`config.mk`:
```
export PLATFORM = sky130hd
export DESIGN_NAME = rgb_to_hsl_converter
export DESIGN_NICKNAME = d
export VERILOG_FILES = /design/src/hw/rtl/rhc_pkg.sv /design/src/hw/rtl/rhc_div.sv /design/src/hw/rtl/rgb_to_hsl_converter.sv
export VERILOG_INCLUDE_DIRS = /design/src /design/src/hw/rtl
export SDC_FILE = /design/constraint.sdc
export NUM_CORES = 1
export LEC_CHECK = 0
export ABC_AREA = 1
export BUFFER_PORTS_ARGS = -buffer_cell sky130_fd_sc_hd__buf_4
export CAP_MARGIN = 20
export CORE_MARGIN = 2
export CORE_UTILIZATION = 55
export CTS_BUF_LIST = sky130_fd_sc_hd__clkbuf_4 sky130_fd_sc_hd__clkbuf_8
export DETAILED_ROUTE_END_ITERATION = 16
export MAX_ROUTING_LAYER = met4
export PLACE_DENSITY = 0.85
export SLEW_MARGIN = 5
export SYNTH_ARGS = -nofsm -noshare
export SYNTH_HDL_FRONTEND = slang
export SYNTH_SLANG_ARGS = --single-unit
```
`constraint.sdc`:
```
create_clock -name clock -period 6.6 [get_ports clock]
set_input_delay 0.66 -clock clock [delete_from_list [all_inputs] [get_ports clock]]
set_output_delay 0.66 -clock clock [all_outputs]
set_load 0.05 [all_outputs]
```
`src/hw/rtl/rgb_to_hsl_converter_assert.svh`:
```
// Assertion macros shared by the RGB to HSL converter RTL.
`ifndef RGB_TO_HSL_CONVERTER_ASSERT_SVH
`define RGB_TO_HSL_CONVERTER_ASSERT_SVH
`ifndef SYNTH
`define RHC_ASSERT_IMPLY(label, clk, rst, ante, cons) \
   label: assert property (@(posedge clk) disable iff (rst) (ante) |-> (cons)) \
      else $error("rgb_to_hsl_converter: same-cycle check failed");
`define RHC_ASSERT_NEXT(label, clk, rst, ante, cons) \
   label: assert property (@(posedge clk) disable iff (rst) (ante) |=> (cons)) \
      else $error("rgb_to_hsl_converter: next-cycle check failed");
`else
`define RHC_ASSERT_IMPLY(label, clk, rst, ante, cons)
`define RHC_ASSERT_NEXT(label, clk, rst, ante, cons)
`endif
`endif

```
`src/hw/rtl/rhc_pkg.sv`:
```
// Shared constants of the RGB to HSL converter.
package rhc_pkg;
   localparam int CH_W = 8;
   localparam int OUT_W = 13;
   localparam int SECTOR_W = 11;
   localparam int HUE_FRAC_BITS_DEFAULT = 4;
   localparam int LEVEL_BITS_DEFAULT = 12;
   localparam int LIGHT_DEN = 510;
   localparam int DEGREES_PER_SECTOR = 60;
endpackage

```
`src/hw/rtl/rhc_div.sv`:
```
// Pipelined restoring divider, one quotient bit per register stage.
module rhc_div #(
   parameter int QW = 13,
   parameter int DW = 8
) (
   input  logic               clock,
   input  logic [QW+DW-1:0]   num,
   input  logic [DW-1:0]      den,
   output logic [QW-1:0]      quo
);
   // The caller guarantees num < den * 2^QW, so the upper bits start below den.
   logic [DW-1:0] rem_ff [QW];
   logic [DW-1:0] rem_in [QW];
   logic [DW-1:0] den_ff [QW];
   logic [DW-1:0] den_in [QW];
   logic [QW-1:0] low_ff [QW];
   logic [QW-1:0] low_in [QW];
   logic [QW-1:0] quo_ff [QW];
   logic [QW-1:0] quo_in [QW];

   for (genvar i = 0; i < QW; i++) begin : g_step
      logic [DW-1:0] rem_src;
      logic [DW-1:0] den_src;
      logic [QW-1:0] low_src;
      logic [QW-1:0] quo_src;
      logic [DW:0]   trial;
      logic          fits;

      if (i == 0) begin : g_first
         assign rem_src = num[QW+DW-1:QW];
         assign den_src = den;
         assign low_src = num[QW-1:0];
         assign quo_src = '0;
      end else begin : g_next
         assign rem_src = rem_ff[i-1];
         assign den_src = den_ff[i-1];
         assign low_src = low_ff[i-1];
         assign quo_src = quo_ff[i-1];
      end

      always_comb begin
         trial = {rem_src, low_src[QW-1-i]};
         fits = trial >= {1'b0, den_src};
         rem_in[i] = fits ? DW'(trial - {1'b0, den_src}) : DW'(trial);
         den_in[i] = den_src;
         low_in[i] = low_src;
         quo_in[i] = quo_src;
         quo_in[i][QW-1-i] = fits;
      end

      always_ff @(posedge clock) begin
         rem_ff[i] <= rem_in[i];
         den_ff[i] <= den_in[i];
         low_ff[i] <= low_in[i];
         quo_ff[i] <= quo_in[i];
      end
   end

   assign quo = quo_ff[QW-1];
endmodule

```
`src/hw/rtl/rgb_to_hsl_converter.sv`:
```
// Top level of the pipelined RGB to HSL pixel converter.
//
//   Channel   Ports                                      Handshake
//   request   req_red, req_green, req_blue               start high, busy low
//   response  rsp_hue, rsp_saturation, rsp_lightness     rsp_valid strobe, one cycle
//
// One pixel beat is taken in every clock cycle while busy is low; each beat passes through
// an input register, a sector stage, a numerator stage, QW divider stages of one quotient
// bit each and an output register. Lightness uses a reciprocal multiply by 1/510 and a
// delay line of the same QW stages.
// Reset is synchronous and clears only the valid bits; busy is high while reset is.
// The receiver cannot stall, so the pipeline never stops and busy stays low otherwise.
`include "rgb_to_hsl_converter_assert.svh"

module rgb_to_hsl_converter #(
   parameter int HUE_FRAC_BITS = rhc_pkg::HUE_FRAC_BITS_DEFAULT,
   parameter int LEVEL_BITS = rhc_pkg::LEVEL_BITS_DEFAULT
) (
   input  logic                       clock,
   input  logic                       reset,
   input  logic                       start,
   output logic                       busy,
   input  logic [rhc_pkg::CH_W-1:0]   req_red,
   input  logic [rhc_pkg::CH_W-1:0]   req_green,
   input  logic [rhc_pkg::CH_W-1:0]   req_blue,
   output logic                       rsp_valid,
   output logic [rhc_pkg::OUT_W-1:0]  rsp_hue,
   output logic [rhc_pkg::OUT_W-1:0]  rsp_saturation,
   output logic [rhc_pkg::OUT_W-1:0]  rsp_lightness
);
   import rhc_pkg::*;

   // Quotient width that holds both full hue (360 degrees) and full saturation.
   localparam int HUE_MAX = (6 * DEGREES_PER_SECTOR) << HUE_FRAC_BITS;
   localparam int HUE_QW = $clog2(HUE_MAX + 1);
   localparam int LVL_QW = LEVEL_BITS + 1;
   localparam int QW = (HUE_QW > LVL_QW) ? HUE_QW : LVL_QW;
   localparam int NW = QW + CH_W;
   localparam int LATENCY = QW + 4;
   localparam int SUM_W = CH_W + 1;
   localparam int MUL_W = SECTOR_W + 6;
   localparam logic [OUT_W-1:0] LIGHT_WHITE = OUT_W'(1 << LEVEL_BITS);

   // Lightness is sum * 2^LEVEL_BITS / 510, taken as sum times a rounded-up reciprocal.
   // The reciprocal is off by less than 510 / 2^18 per unit of sum, so for sums up to
   // 510 the error stays below one step of the quotient and truncation is exact.
   localparam int LIG_SHIFT = 18;
   localparam int LIG_MW = LEVEL_BITS + 10;
   localparam int LIG_PW = SUM_W + LIG_MW;
   localparam longint unsigned LIG_RECIP_FULL =
      ((64'd1 << (LEVEL_BITS + LIG_SHIFT)) + 64'(LIGHT_DEN - 1)) / 64'(LIGHT_DEN);
   localparam logic [LIG_MW-1:0] LIG_RECIP = LIG_MW'(LIG_RECIP_FULL);

   logic req_fire;
   logic [LATENCY-1:0] pipe_vld_ff;
   logic [LATENCY-1:0] pipe_vld_in;

   assign busy = reset;
   assign req_fire = start && !busy;

   // Input register.
   logic [CH_W-1:0] red_ff, green_ff, blue_ff;

   always_ff @(posedge clock) begin
      if (req_fire) begin
         red_ff <= req_red;
         green_ff <= req_green;
         blue_ff <= req_blue;
      end
   end

   // Stage A: extremes, sum, spread, sector position and saturation divisor.
   logic [CH_W-1:0]     mx, mn;
   logic [SUM_W-1:0]    sum_in;
   logic [CH_W-1:0]     spread_in;
   logic [SECTOR_W-1:0] sector_in;
   logic [CH_W-1:0]     sat_den_in;
   logic [SUM_W-1:0]    sum_ff;
   logic [CH_W-1:0]     spread_ff;
   logic [SECTOR_W-1:0] sector_ff;
   logic [CH_W-1:0]     sat_den_ff;

   always_comb begin
      logic [SECTOR_W-1:0] d_w;
      mx = (red_ff > green_ff) ? red_ff : green_ff;
      mx = (mx > blue_ff) ? mx : blue_ff;
      mn = (red_ff < green_ff) ? red_ff : green_ff;
      mn = (mn < blue_ff) ? mn : blue_ff;
      sum_in = SUM_W'(mx) + SUM_W'(mn);
      spread_in = mx - mn;
      d_w = SECTOR_W'(spread_in);
      // Red is tested first, then green; a red with both others at the minimum
      // lands on sector value six, which is the full 360 degrees.
      if (red_ff == mx) begin
         if (green_ff == mn) begin
            sector_in = SECTOR_W'(5) * d_w + SECTOR_W'(mx - blue_ff);
         end else begin
            sector_in = SECTOR_W'(green_ff - mn);
         end
      end else if (green_ff == mx) begin
         if (blue_ff == mn) begin
            sector_in = d_w + SECTOR_W'(mx - red_ff);
         end else begin
            sector_in = SECTOR_W'(3) * d_w - SECTOR_W'(mx - blue_ff);
         end
      end else begin
         if (red_ff == mn) begin
            sector_in = SECTOR_W'(3) * d_w + SECTOR_W'(mx - green_ff);
         end else begin
            sector_in = SECTOR_W'(5) * d_w - SECTOR_W'(mx - red_ff);
         end
      end
      if (sum_in <= SUM_W'(255)) begin
         sat_den_in = sum_in[CH_W-1:0];
      end else begin
         sat_den_in = CH_W'(SUM_W'(LIGHT_DEN) - sum_in);
      end
   end

   always_ff @(posedge clock) begin
      sum_ff <= sum_in;
      spread_ff <= spread_in;
      sector_ff <= sector_in;
      sat_den_ff <= sat_den_in;
   end

   // Stage B: numerators and divisors. Grey and black pixels divide zero by one.
   // Lightness is finished here by the reciprocal multiply.
   logic [NW-1:0]     hue_num_in, sat_num_in, hue_num_ff, sat_num_ff;
   logic [CH_W-1:0]   hue_den_in, sat_den2_in, hue_den_ff, sat_den2_ff;
   logic [LVL_QW-1:0] lig_q_in, lig_q_ff;
   logic              grey;

   always_comb begin
      logic [MUL_W-1:0] scaled;
      logic [LIG_PW-1:0] lig_prod;
      grey = (spread_ff == '0);
      scaled = MUL_W'(sector_ff) * MUL_W'(DEGREES_PER_SECTOR);
      lig_prod = LIG_PW'(sum_ff) * LIG_PW'(LIG_RECIP);
      lig_q_in = lig_prod[LIG_SHIFT +: LVL_QW];
      if (grey) begin
         hue_num_in = '0;
         sat_num_in = '0;
         hue_den_in = CH_W'(1);
         sat_den2_in = CH_W'(1);
      end else begin
         hue_num_in = NW'(scaled) << HUE_FRAC_BITS;
         sat_num_in = NW'(spread_ff) << LEVEL_BITS;
         hue_den_in = spread_ff;
         sat_den2_in = sat_den_ff;
      end
   end

   always_ff @(posedge clock) begin
      hue_num_ff <= hue_num_in;
      sat_num_ff <= sat_num_in;
      lig_q_ff <= lig_q_in;
      hue_den_ff <= hue_den_in;
      sat_den2_ff <= sat_den2_in;
   end

   // Dividers, both of the same depth so the results stay aligned.
   logic [QW-1:0] hue_quo, sat_quo;

   rhc_div #(.QW(QW), .DW(CH_W)) u_hue_div (
      .clock (clock),
      .num   (hue_num_ff),
      .den   (hue_den_ff),
      .quo   (hue_quo)
   );

   rhc_div #(.QW(QW), .DW(CH_W)) u_sat_div (
      .clock (clock),
      .num   (sat_num_ff),
      .den   (sat_den2_ff),
      .quo   (sat_quo)
   );

   // Lightness waits in a delay line as deep as the dividers.
   logic [LVL_QW-1:0] lig_dly_ff [QW];

   always_ff @(posedge clock) begin
      lig_dly_ff[0] <= lig_q_ff;
      for (int k = 1; k < QW; k++) begin
         lig_dly_ff[k] <= lig_dly_ff[k-1];
      end
   end

   // Output register; results wrap to the port width.
   logic [OUT_W-1:0] hue_ff, sat_ff, lig_ff;

   always_ff @(posedge clock) begin
      hue_ff <= OUT_W'(hue_quo);
      sat_ff <= OUT_W'(sat_quo);
      lig_ff <= OUT_W'(lig_dly_ff[QW-1]);
   end

   // Valid bits travel alongside the data, one per stage.
   assign pipe_vld_in = {pipe_vld_ff[LATENCY-2:0], req_fire};

   always_ff @(posedge clock) begin
      if (reset) begin
         pipe_vld_ff <= '0;
      end else begin
         pipe_vld_ff <= pipe_vld_in;
      end
   end

   assign rsp_valid = pipe_vld_ff[LATENCY-1];
   assign rsp_hue = hue_ff;
   assign rsp_saturation = sat_ff;
   assign rsp_lightness = lig_ff;

   // Terms used by the checks below.
   logic px_black, px_white, out_zero, out_white, num_zero;

   assign px_black = req_fire && req_red == '0 && req_green == '0 && req_blue == '0;
   assign px_white = req_fire && req_red == '1 && req_green == '1 && req_blue == '1;
   assign out_zero = rsp_hue == '0 && rsp_saturation == '0 && rsp_lightness == '0;
   assign out_white = rsp_lightness == LIGHT_WHITE;
   assign num_zero = hue_num_ff == '0 && sat_num_ff == '0;

   // A strobe always belongs to a beat taken earlier and carried down the valid chain.
   `RHC_ASSERT_IMPLY(a_rsp_has_req, clock, reset, rsp_valid, $past(req_fire, LATENCY))
   // Black pixels come out as all zeros.
   `RHC_ASSERT_IMPLY(a_black_zero, clock, reset, rsp_valid && $past(px_black, LATENCY), out_zero)
   // White pixels come out at full lightness.
   `RHC_ASSERT_IMPLY(a_white_full, clock, reset, rsp_valid && $past(px_white, LATENCY), out_white)
   // A grey pixel in the sector stage feeds zero numerators to hue and saturation.
   `RHC_ASSERT_NEXT(a_grey_zero_num, clock, reset, pipe_vld_ff[1] && grey, num_zero)
endmodule
```
Yosys cells after proc, flatten, opt, wreduce, memory -nomap -nowiden:

Memory sizes are Yosys's and may differ from the RTL's. A register that Yosys moved wholly into a read port is not among the register bits.
Cells that the tools add are included.

* $mul: 4
* equal/unequal tests: 5
* reduce and logical (&&, ||, !) cells: 3
* $lt $le $gt $ge: 31
* add/subtract/negate cells: 38
* mux-type cells: 36

Operators with widths (number)
* $mux W8: 31
* $ge A9 B8 Y1: 25
* $sub A8 B8 Y8: 27
* $mux W11: 5
* $eq A8 B8 Y1: 5
* $sub A8 B8 Y9: 4
* $mul A9 B22 Y31 const B: 1
* $gt A8 B8 Y1: 2
* $lt A8 B8 Y1: 2
* $mul A11 B4 Y15 const B: 1
* $add A10 B11 Y11: 1
* $add A11 B11 Y11: 1
* $add A8 B11 Y11: 1
* $mul A3 B8 Y11 const A: 1
* $sub A10 B11 Y11: 1
* $sub A11 B11 Y11: 1
* $mul A2 B8 Y10 const A: 1
* $add A8 B8 Y9: 1
* $le A9 B8 Y1 const B: 1
* $ge A8 B8 Y1: 1
* $logic_not A8 Y1: 1
* $sub A8 B8 Y8 const A: 1
* $logic_and A1 B1 Y1: 1
* $logic_not A1 Y1: 1

* word-level logic and storage cells: 140
* register bits: 135
* RAM bits: 1261
* input bits: 27
* memories kept: 9
* output and inout bits: 41

Memories
* lig_dly_ff: depth 13, bits a word 13, rd ports 13, clocked after Yosys merged registers in 1, wr ports 13, line rgb_to_hsl_converter.sv:180 `logic [LVL_QW-1:0] lig_dly_ff [QW];`
* u_hue_div.low_ff: depth 13, bits a word 13, rd ports 12, clocked after Yosys merged registers in 0, wr ports 13, line rhc_div.sv:16 `logic [QW-1:0] low_ff [QW];`
* u_hue_div.quo_ff: depth 13, bits a word 13, rd ports 13, clocked after Yosys merged registers in 1, wr ports 13, line rhc_div.sv:18 `logic [QW-1:0] quo_ff [QW];`
* u_sat_div.low_ff: depth 13, bits a word 13, rd ports 12, clocked after Yosys merged registers in 0, wr ports 13, line rhc_div.sv:16
* u_sat_div.quo_ff: depth 13, bits a word 13, rd ports 13, clocked after Yosys merged registers in 1, wr ports 13, line rhc_div.sv:18
* u_hue_div.den_ff: depth 13, bits a word 8, rd ports 12, clocked after Yosys merged registers in 0, wr ports 13, line rhc_div.sv:14 `logic [DW-1:0] den_ff [QW];`
* +3 memories

Logic depth before layout (Yosys ltp):

Gate-level depths: netlist of the first run.

* depth after elaboration: 10
* gate-level depth with buffers: 52
* depth with buffers taken out: 51

Hierarchy:

From an unflattened synthesis of the first run, not the netlist that was laid out.

* cell total of the unflattened synthesis: 5092
* area total of the unflattened synthesis: 43416.6 um2

By module, submodules not included
* rgb_to_hsl_converter: sequential area each 6486.2 um2, times used 1, cells each 1660, area each 14614.0 um2
* rhc_div at u_sat_div: sequential area each 7226.9 um2, times used 1, cells each 1714, area each 14418.8 um2
* rhc_div at u_hue_div: sequential area each 7226.9 um2, times used 1, cells each 1718, area each 14383.8 um2

Least setup slack after synthesis of the first run:

Ideal clock, no wire load.

* path kind: register -> register
* from: reg green_ff[1]
* to: reg sector_ff[10]
* clock period less this slack: 6.721 ns
* stages on the path, launching flop included: 44
* required time: 6.482 ns
* slack: -0.121 ns
* buffers on the path: 3
* arrival: 6.602 ns
* library setup time: 0.118 ns
* path through: edfxtp_1 inv_1 ha_1 nand2_1 nand2_1 nand2_1 nand2_1 nand2_2 nand2_4 o21ai_4 clkbuf_1 nand2_1 o21ai_0 ha_1 a21oi_1 nor2_1 a211oi_1 a21oi_1 [... 8 more ...] ha_1 fa_1 ha_1 inv_1 or2_2 nand2_1 a21oi_1 o31ai_1 nand2_1 nand2_1 nand2_1 nand2_1 xor2_1 nand2_1 nand2_1 clkinv_1 nand2_1 a21oi_1

* word-level cells in the longest chain between the ends: 10
* elaborated cells between the ends (all ways): 30
* classes of those cells: add/sub (10); mul (2); order compare (4); eq/ne (5); mux (9)

Ends and longest elaborated chain
* from (decl): line rgb_to_hsl_converter.sv:62 `logic [CH_W-1:0] red_ff, green_ff, blue_ff;`
* from (signal assigned): line rgb_to_hsl_converter.sv:67 `green_ff <= req_green;`
* $gt A8 B8 Y1 or $lt A8 B8 Y1 (tied branches): line rgb_to_hsl_converter.sv:85, rgb_to_hsl_converter.sv:87
* $mux W8 (on tied branches): line rgb_to_hsl_converter.sv:85, rgb_to_hsl_converter.sv:87
* $gt A8 B8 Y1 or $lt A8 B8 Y1 (tied branches): line rgb_to_hsl_converter.sv:86, rgb_to_hsl_converter.sv:88
* $mux W8 (on tied branches): line rgb_to_hsl_converter.sv:86, rgb_to_hsl_converter.sv:88
* $sub A8 B8 Y8 *: line rgb_to_hsl_converter.sv:90 `spread_in = mx - mn;`
* named net spread_in[3]: line rgb_to_hsl_converter.sv:75 `logic [CH_W-1:0] spread_in;`
* $mul A3 B8 Y11 or $mul A2 B8 Y10 (tied branches)
* $sub A11 B11 Y11 (tied with other cells): line rgb_to_hsl_converter.sv:110 `sector_in = SECTOR_W'(5) * d_w - SECTOR_W'(mx - red_ff);`
* $mux W11 (on tied branches): line rgb_to_hsl_converter.sv:107, rgb_to_hsl_converter.sv:101
* $mux W11: line rgb_to_hsl_converter.sv:100 `end else if (green_ff == mx) begin`
* $mux W11 *: line rgb_to_hsl_converter.sv:94 `if (red_ff == mx) begin`
* named net sector_in[10]: line rgb_to_hsl_converter.sv:76 `logic [SECTOR_W-1:0] sector_in;`
* to (signal assigned): line rgb_to_hsl_converter.sv:123 `sector_ff <= sector_in;`
* to (decl): line rgb_to_hsl_converter.sv:80 `logic [SECTOR_W-1:0] sector_ff;`

Mark *: on every way through the listed nets, which the timed path passes. The rest lies on a longest branch.
A chain may end at the register's enable or synchronous reset.

Worst setup path after layout of the first run:

* from: reg red_ff[1]
* to: reg sector_ff[10]

* word-level cells in the longest chain between the ends: 10
* elaborated cells between the ends (all ways): 30
* classes of those cells: add/sub (10); mul (2); order compare (4); eq/ne (5); mux (9)

Ends and longest elaborated chain
* from (decl): line rgb_to_hsl_converter.sv:62
* from (signal assigned): line rgb_to_hsl_converter.sv:66 `red_ff <= req_red;`
* $gt A8 B8 Y1 or $lt A8 B8 Y1 (tied branches): line rgb_to_hsl_converter.sv:85, rgb_to_hsl_converter.sv:87
* $mux W8 (on tied branches): line rgb_to_hsl_converter.sv:85, rgb_to_hsl_converter.sv:87
* $gt A8 B8 Y1 or $lt A8 B8 Y1 (tied branches): line rgb_to_hsl_converter.sv:86, rgb_to_hsl_converter.sv:88
* $mux W8 (on tied branches): line rgb_to_hsl_converter.sv:86, rgb_to_hsl_converter.sv:88
* $sub A8 B8 Y8 *: line rgb_to_hsl_converter.sv:90
* named net spread_in[3]: line rgb_to_hsl_converter.sv:75
* $mul A3 B8 Y11 or $mul A2 B8 Y10 (tied branches)
* $sub A11 B11 Y11 (tied with other cells): line rgb_to_hsl_converter.sv:110
* $mux W11 (on tied branches): line rgb_to_hsl_converter.sv:107, rgb_to_hsl_converter.sv:101
* $mux W11: line rgb_to_hsl_converter.sv:100
* $mux W11 *: line rgb_to_hsl_converter.sv:94
* named net sector_in[10]: line rgb_to_hsl_converter.sv:76

Marked as above.

==> summary.txt, run 1 <==
Setup path
  • Crit path max-delay cell type: fa_1
  • Worst Setup Start Kind: flip-flop
  • Worst R2R Setup Slack: 0.14 ns
  • Required @ worst endpoint: 7.25 ns
  • Crit path max-delay family: adder cells
  • Most frequent CP cell: nand2_1
  • Kind of critical path: flip-flop to flip-flop
  • Buf+Inv Stages, Crit Path: 8
  • Crit-path max FO: 8
  • R2R depth: 45
  • CP Data Arrival Time: 7.11 ns
  • R2r startpoint: red_ff[1]
  • Worst reg2reg endpoint: sector_ff[10]
  • CP peak stage delay: 0.49 ns
  • Worst setup EP type: flip-flop

CTS
  • Cts bufs inserted: 134
  • H-tree levels: 4
  • CTS sink count: 887
  • Worst skew pair latency: 0.77 ns
  • Clock tree buffer depth: 3
  • CTS tree: built
  • Root Driver: clkbuf_8
  • Clk pin slew, worst setup/hold paths: 0.06 ns

Worst hold path
  • Hold Path Origin: start
  • WHS Path Cells: 3
  • Worst hold-check path type: primary input to flip-flop
  • Worst hold endpoint: pipe_vld_ff[0]

Place
  • Area of placed instances: 38070 µm²
  • Port bufs: 67
  • Placed Instances: 4782
  • Final GP Congestion: 1.006
  • Post-DP HPWL: 52480 µm

Timing
  • Final Hold Fails: 0
  • Period utilization: 97.91%
  • Sum of negative setup slack: 0 ns
  • Highest clock rate: 154.7 MHz
  • Fin Clk Skew: 0.04353 ns
  • Slew of the pin with the lowest slew margin: 0.8858 ns
  • Crit path time final: 6.462 ns
  • RSZ-0062 raised after global routing: yes
  • Worst slew margin: 40.73%
  • Worst hold margin: 0.1241 ns
  • Final setup violation count: 0
  • Slew Limit Fails: 0

GRT
  • Overall Global Routing Usage: 23.14%
  • Largest net degree at the start of global routing: 25
  • First-pass GRT wire length: 122000 µm
  • Vias in the first global route: 26678
  • Global route overflow: 0
  • Antenna violations before repair: 1

Logic synthesis
  • Most common cell in the netlist: dfxtp_1
  • Yosys warnings: 0
  • Cells after Synth: 3745
  • Leading post-synthesis cells by cell area: dfxtp_1 49%, ha_1 13%, inv_1 6.1%
  • Top_reg_cell synth: dfxtp_1
  • Synth top area share: 48.73%
  • Syn_area_per_cell: 9.467 µm²
  • Synth Net Count: 4196
  • Most common library cells after synthesis: 863 x dfxtp_1, 573 x inv_1, 391 x nor2_1
  • Seq/Total Area, Yosys: 50.76%
  • Cell Area, Synth: 35450 µm²
  • Netlist cell types: 57
  • Seq cells post-synth: 887
  • Largest area contributor in the synthesized netlist: dfxtp_1
  • Asr flop ratio synth: 0%
  • Post-synth EDFFs: 24

Die
  • Die W: 257.9 µm
  • IO Pins: 68
  • Core Area: 64120 µm²
  • # rows: 93
  • Die area: 66510 µm²
  • Die Span Y: 257.9 µm
  • Initial Util: 55.30%

Routing
  • TritonRoute pass-1 iters: 6
  • Vias per cell: 5.098
  • Routed vias: 25833
  • Wire per inst: 14.86 µm
  • DRT iter0 DRCs: 1577
  • WL final: 75270 µm
  • Post-DRT Antenna Nets: 0
  • DRC Markers: 0

Run status
  • Status: completed

Run
  • Max-cap violations: 0

Layout
  • Post-route cell area: 42210 µm²
  • Layout cells sized above 1: 15.79%
  • Area grow syn2layout: 19.05%
  • Cell Count, Final, Fillers Out: 5067
  • Nets: 4569
repair_timing:
action                                  in CTS  in global routing
gates resized for setup                      9                168
setup buffers                                4                 20
pin swaps                                    5                 74
hold buffers                                24                  0
gates cloned                                 0                  0
endpoints found under the setup margin       3                  7
endpoints found under the hold margin       24                  0
registers in the layout (all words and copies together), names as in the netlist, 11 cells and up:
signal / count
rsp_hue: 13
rsp_lightness: 12
lig_dly_ff: 156
u_sat_div.den_ff: 95
u_sat_div.rem_ff: 96
u_sat_div.quo_ff: 91
u_hue_div.quo_ff: 91
rsp_saturation: 13
lig_q_ff: 12
u_hue_div.den_ff: 85
u_hue_div.low_ff: 21
pipe_vld_ff: 17
sector_ff: 11
u_hue_div.rem_ff: 96
hue_num_ff: 15
tightest hold or removal path: stages:
cell    delay [ns]
buf_4         0.08
inv_1         0.05
nor2_1        0.08
layer usage:
layer | global-route usage (%) | vias to the layer above | part of all wire (%)
met3 | 4.731 | 252 | 4.8
met5 | - | - | 0
met2 | 42.35 | 719 | 52
li1 | - | 12875 | -
met1 | 23.27 | 11987 | 38
met4 | 11.59 | 0 | 4.6
final cells by class:
cell class,count,area [µm²]
diodes,1,2.502
clock buffers,193,2469
clock inverters,36,392.9
fillers,4534,21910
inverters,580,2190
multi-input cells,2230,15850
flip-flops and latches,887,18000
well taps,855,1070
repair buffers,285,2237
placed cells by master (no fill, tap or decap), drive strengths merged, types with 3 or more instances in the layout:
master       count
edfxtp          24
xor2           142
clkbuf         193
xnor2           55
o211ai           9
fa              55
o21a             6
or2             10
buf            261
nor4            14
ha             369
o31ai           19
o221ai           5
and2             3
a31oi           19
nand2          401
nand4           37
o21bai          12
dlygate4sd3     24
inv            589
nor3            41
bufinv           4
nor2           393
o21ai          248
a21o            12
a211oi          15
a21oi          266
dfxtp          863
nand3           72
clkinv          21
o22ai           11
logic make-up (layout without fill, tap and decap cells):
| family | count (synthesis) | after routing | synth area share (%) |
|---|---|---|---|
| AOI/OAI and AO/OA | 633 | 633 | 9.839 |
| xor gates and xnor gates | 197 | 197 | 4.983 |
| adders and majority gates | 424 | 424 | 16.13 |
| buffers and inverters | 628 | 1094 | 6.709 |
| DFF | 887 | 887 | 50.76 |
| other | 0 | 1 | 0 |
| and+or+nand+nor | 976 | 976 | 11.58 |
through the flow:
step / util (%) / setup slack, ns
2_1_floorplan: - / 0.01964
6_report: 65.83 / 0.1377
5_1_grt: 65.83 / -0.1814
4_1_cts: 64.31 / 0.006660
3_5_place_dp: 59.37 / -0.04509
3_3_place_gp: 59.36 / 0.05095
how the worst max path moves through the flow:
| stage | startpoint | endpoint | slack, ns | depth (start not counted) |
|---|---|---|---|---|
| floorplan | green_ff[1] | sector_ff[10] | 0.02 | 43 |
| global placement | red_ff[3] | sector_ff[10] | 0.05 | 44 |
| detailed placement | red_ff[7] | sector_ff[10] | -0.05 | 41 |
| CTS | red_ff[7] | sector_ff[10] | 0.007 | 41 |
| global route | red_ff[1] | sector_ff[10] | -0.18 | 43 |
| finish | red_ff[1] | sector_ff[10] | 0.14 | 45 |
Power of run 1 is left out: the tool's default activity adds up to more than one toggle a clock period on the data nets, which glitch-free logic cannot reach.
==> run 2, diff against run 1 <==
--- a/config.mk
+++ b/config.mk
@@ -6,7 +6,7 @@
 export SDC_FILE = /design/constraint.sdc
 export NUM_CORES = 1
 export LEC_CHECK = 0
-export ABC_AREA = 1
+export ABC_AREA = 0
 export BUFFER_PORTS_ARGS = -buffer_cell sky130_fd_sc_hd__buf_4
 export CAP_MARGIN = 20
 export CORE_MARGIN = 2
@@ -18,4 +18,5 @@
 export SLEW_MARGIN = 5
 export SYNTH_ARGS = -nofsm -noshare
 export SYNTH_HDL_FRONTEND = slang
+export SYNTH_HIERARCHICAL = 1
 export SYNTH_SLANG_ARGS = --single-unit
==> run 2 against run 1 <==
Compared with the run above: register-to-register slack lost 0.45 ns; flip-flop and latch count grew 147; sequential share of layout area grew 0.63 points; final cell count grew 3.7%; the flow now finishes with violations (negative setup slack); area after synthesis grew 15%; via count grew 7.6%; non-clock buffer count grew 7; wire length grew 11%; largest cell class unchanged; critical endpoint is now sector_ff[9].
==> summary.txt, run 2 <==
Logic synthesis
  • Cells after Synth: 3750 (was 3745)
  • Largest area contributor in the synthesized netlist: dfxtp_1 (unchanged)
  • Post-synth EDFFs: 24 (unchanged)
  • Most common cell in the netlist: dfxtp_1 (unchanged)
  • Synth top area share: 49.60% (was 48.73%)
  • Leading post-synthesis cells by cell area: dfxtp_1 50%, ha_1 11%, inv_1 3.4% (was dfxtp_1 49%, ha_1 13%, inv_1 6.1%)
  • Asr flop ratio synth: 0% (unchanged)
  • Seq cells post-synth: 1034 (was 887)
  • Netlist cell types: 102 (was 57)
  • Cell Area, Synth: 40760 µm² (was 35450 µm²)
  • Syn_area_per_cell: 10.87 µm² (was 9.467 µm²)
  • Yosys warnings: 6 (was 0)
  • Most common library cells after synthesis: 1010 x dfxtp_1, 369 x inv_1, 368 x ha_1 (was 863 x dfxtp_1, 573 x inv_1, 391 x nor2_1)
  • Seq/Total Area, Yosys: 51.37% (was 50.76%)
  • Top_reg_cell synth: dfxtp_1 (unchanged)

Place
  • Post-DP HPWL: 60070 µm (was 52480 µm)
  • Area of placed instances: 43930 µm² (was 38070 µm²)
  • Port bufs: 67 (unchanged)
  • Final GP Congestion: 0.9506 (was 1.006)

Routing
  • WL final: 83860 µm (was 75270 µm)
  • Post-DRT Antenna Nets: 0 (unchanged)
  • Wire per inst: 15.96 µm (was 14.86 µm)
  • Vias per cell: 5.289 (was 5.098)
  • Routed vias: 27794 (was 25833)
  • DRT iter0 DRCs: 1622 (was 1577)
  • DRC Markers: 0 (unchanged)
  • TritonRoute pass-1 iters: 5 (was 6)

CTS
  • Cts bufs inserted: 155 (was 134)
  • Clock tree buffer depth: 3 (unchanged)
  • CTS tree: built (unchanged)
  • Worst skew pair latency: 0.81 ns (was 0.77 ns)
  • CTS sink count: 1034 (was 887)
  • Root Driver: clkbuf_8 (unchanged)
  • H-tree levels: 4 (unchanged)
  • Clk pin slew, worst setup/hold paths: 0.07 ns (was 0.06 ns)

Layout
  • Top reg by flops: lig_dly_ff (unchanged)
  • Multi-input logic area: 19070 µm² (was 15850 µm²)
  • Most frequent cells in the layout: 1010 x dfxtp_1, 358 x inv_1, 344 x ha_1 (was 863 x dfxtp_1, 554 x inv_1, 383 x nor2_1)
  • Max reg flops: 156 (unchanged)
  • Post-route cell area: 48400 µm² (was 42210 µm²)
  • Register Area: 20940 µm² (was 18000 µm²)
  • Area grow syn2layout: 18.73% (was 19.05%)
  • Fillers: 5193 (was 4534)
  • Layout cells sized above 1: 19.35% (was 15.79%)
  • Commonest non-fill, non-tap cell in the layout: dfxtp_1 (unchanged)
  • Nets: 4625 (was 4569)

GRT
  • Antenna violations before repair: 1 (unchanged)
  • Vias in the first global route: 28390 (was 26678)
  • First-pass GRT wire length: 136200 µm (was 122000 µm)
  • Largest net degree at the start of global routing: 25 (unchanged)
  • Global route overflow: 0 (unchanged)
  • Overall Global Routing Usage: 22.41% (was 23.14%)

Die
  • Initial Util: 55.68% (was 55.30%)
  • # rows: 99 (was 93)
  • Die W: 276.2 µm (was 257.9 µm)
  • Core Area: 73210 µm² (was 64120 µm²)
  • IO Pins: 68 (unchanged)
  • Die area: 76310 µm² (was 66510 µm²)
  • Die Span Y: 276.2 µm (was 257.9 µm)

Timing
  • Final Hold Fails: 0 (unchanged)
  • RSZ-0062 raised after global routing: yes (unchanged)
  • Slew of the pin with the lowest slew margin: 1.128 ns (was 0.8858 ns)
  • Final setup violation count: 4 (was 0)
  • Worst hold margin: 0.07861 ns (was 0.1241 ns)
  • Sum of negative setup slack: -1.050 ns (was 0 ns)
  • Highest clock rate: 144.7 MHz (was 154.7 MHz)
  • Slew Limit Fails: 0 (unchanged)
  • Final WS setup: -0.3087 ns (was 0.1377 ns)
  • Crit path time final: 6.909 ns (was 6.462 ns)
  • Period utilization: 104.7% (was 97.91%)
  • Worst slew margin: 24.83% (was 40.73%)
  • Fin Clk Skew: 0.04825 ns (was 0.04353 ns)

Setup path
  • Worst setup EP type: flip-flop (unchanged)
  • Kind of critical path: flip-flop to flip-flop (unchanged)
  • Most frequent CP cell: a21oi_2 (was nand2_1)
  • Required @ worst endpoint: 7.30 ns (was 7.25 ns)
  • Worst Setup Start Kind: flip-flop (unchanged)
  • CP peak stage delay: 0.41 ns (was 0.49 ns)
  • CP Data Arrival Time: 7.61 ns (was 7.11 ns)
  • Crit path max-delay cell type: edfxtp_1 (was fa_1)
  • Crit-path max FO: 6 (was 8)

Run
  • Max-cap violations: 0 (unchanged)

Run status
  • Status: complete, but fails checks (was completed)
  • Failing checks: negative setup slack

Worst hold path
  • Worst hold-check path type: primary input to flip-flop (unchanged)
run 2: cell types whose count changed after synthesis, sizes merged, moves of 67 or more:
| cell | previous run | this run |
|---|---|---|
| nor2 | 393 | 140 |
| inv | 579 | 376 |
| dfxtp | 863 | 1010 |
| a21oi | 266 | 199 |
| nand2 | 401 | 202 |
| nor2b | 0 | 82 |
run 2: cells by family after synthesis:
| family | synth area share (%) |
|---|---|
| AO/OA/AOI/OAI | 13.78 |
| multiplexers | 2.987 |
| flip-flops | 51.37 |
| adder cells (fa/ha/maj) | 14.18 |
| other | 0.009200 |
| buffers and inverters | 4.043 |
| AND/OR/NAND/NOR | 9.215 |
| XOR/XNOR | 4.420 |
run 2: final timing paths:
path,start,end,slack (ns),depth (start not counted)
hold / removal,start,pipe_vld_ff[0],0.08,2
setup / recovery,red_ff[3],sector_ff[9],-0.31,40
setup reg to reg,red_ff[3],sector_ff[9],-0.31,40
hold reg to reg,u_sat_div/quo_ff[1][44],u_sat_div/quo_ff[1][57],0.29,0
run 2: worst max-delay path: cells and delay by family, from the launching register on:
family	cells	cell delay, ns
flip-flops	1	0.41
multiplexers	1	0.25
AO/OA/AOI/OAI	19	2.64
buffers and inverters	4	0.37
XOR/XNOR	4	0.69
adder cells (fa/ha/maj)	6	1.62
AND/OR/NAND/NOR	6	0.79
run 2: cell type report:
type                    count  share of cell area, %
flip-flops and latches   1034                  43.27
multi-input cells        2315                  39.40
clock buffers             240                  6.166
repair buffers            292                  4.806
inverters                 376                  2.921
well taps                 959                  2.479
clock inverters            38                 0.9540
diodes                      1               0.005171
run 2: metal layers:
metal	up-vias	wire length [µm]	track usage (%)
li1	13744	-	-
met5	-	0	-
met3	229	3774	4.031
met2	660	43160	40.32
met4	0	2897	9.430
met1	13161	34030	24.23
run 2: through the flow:
step	utilization [%]	std cells	setup slack [ns]
after CTS	65.68	5247	-0.1396
after global placement	60.01	4932	-0.2114
after floorplan	-	3768	-0.3833
after global routing	66.11	5255	-0.6299
after detailed placement	60.01	4932	-0.3823
final	66.11	5255	-0.3087
run 2: repair_timing:
item,in CTS,in global routing
pin swaps,44,27
endpoints found under the hold margin,24,0
endpoints found under the setup margin,5,6
buffers inserted,13,6
resized for setup,64,52
hold buffers,24,0
Power of run 2 is left out for the same reason.
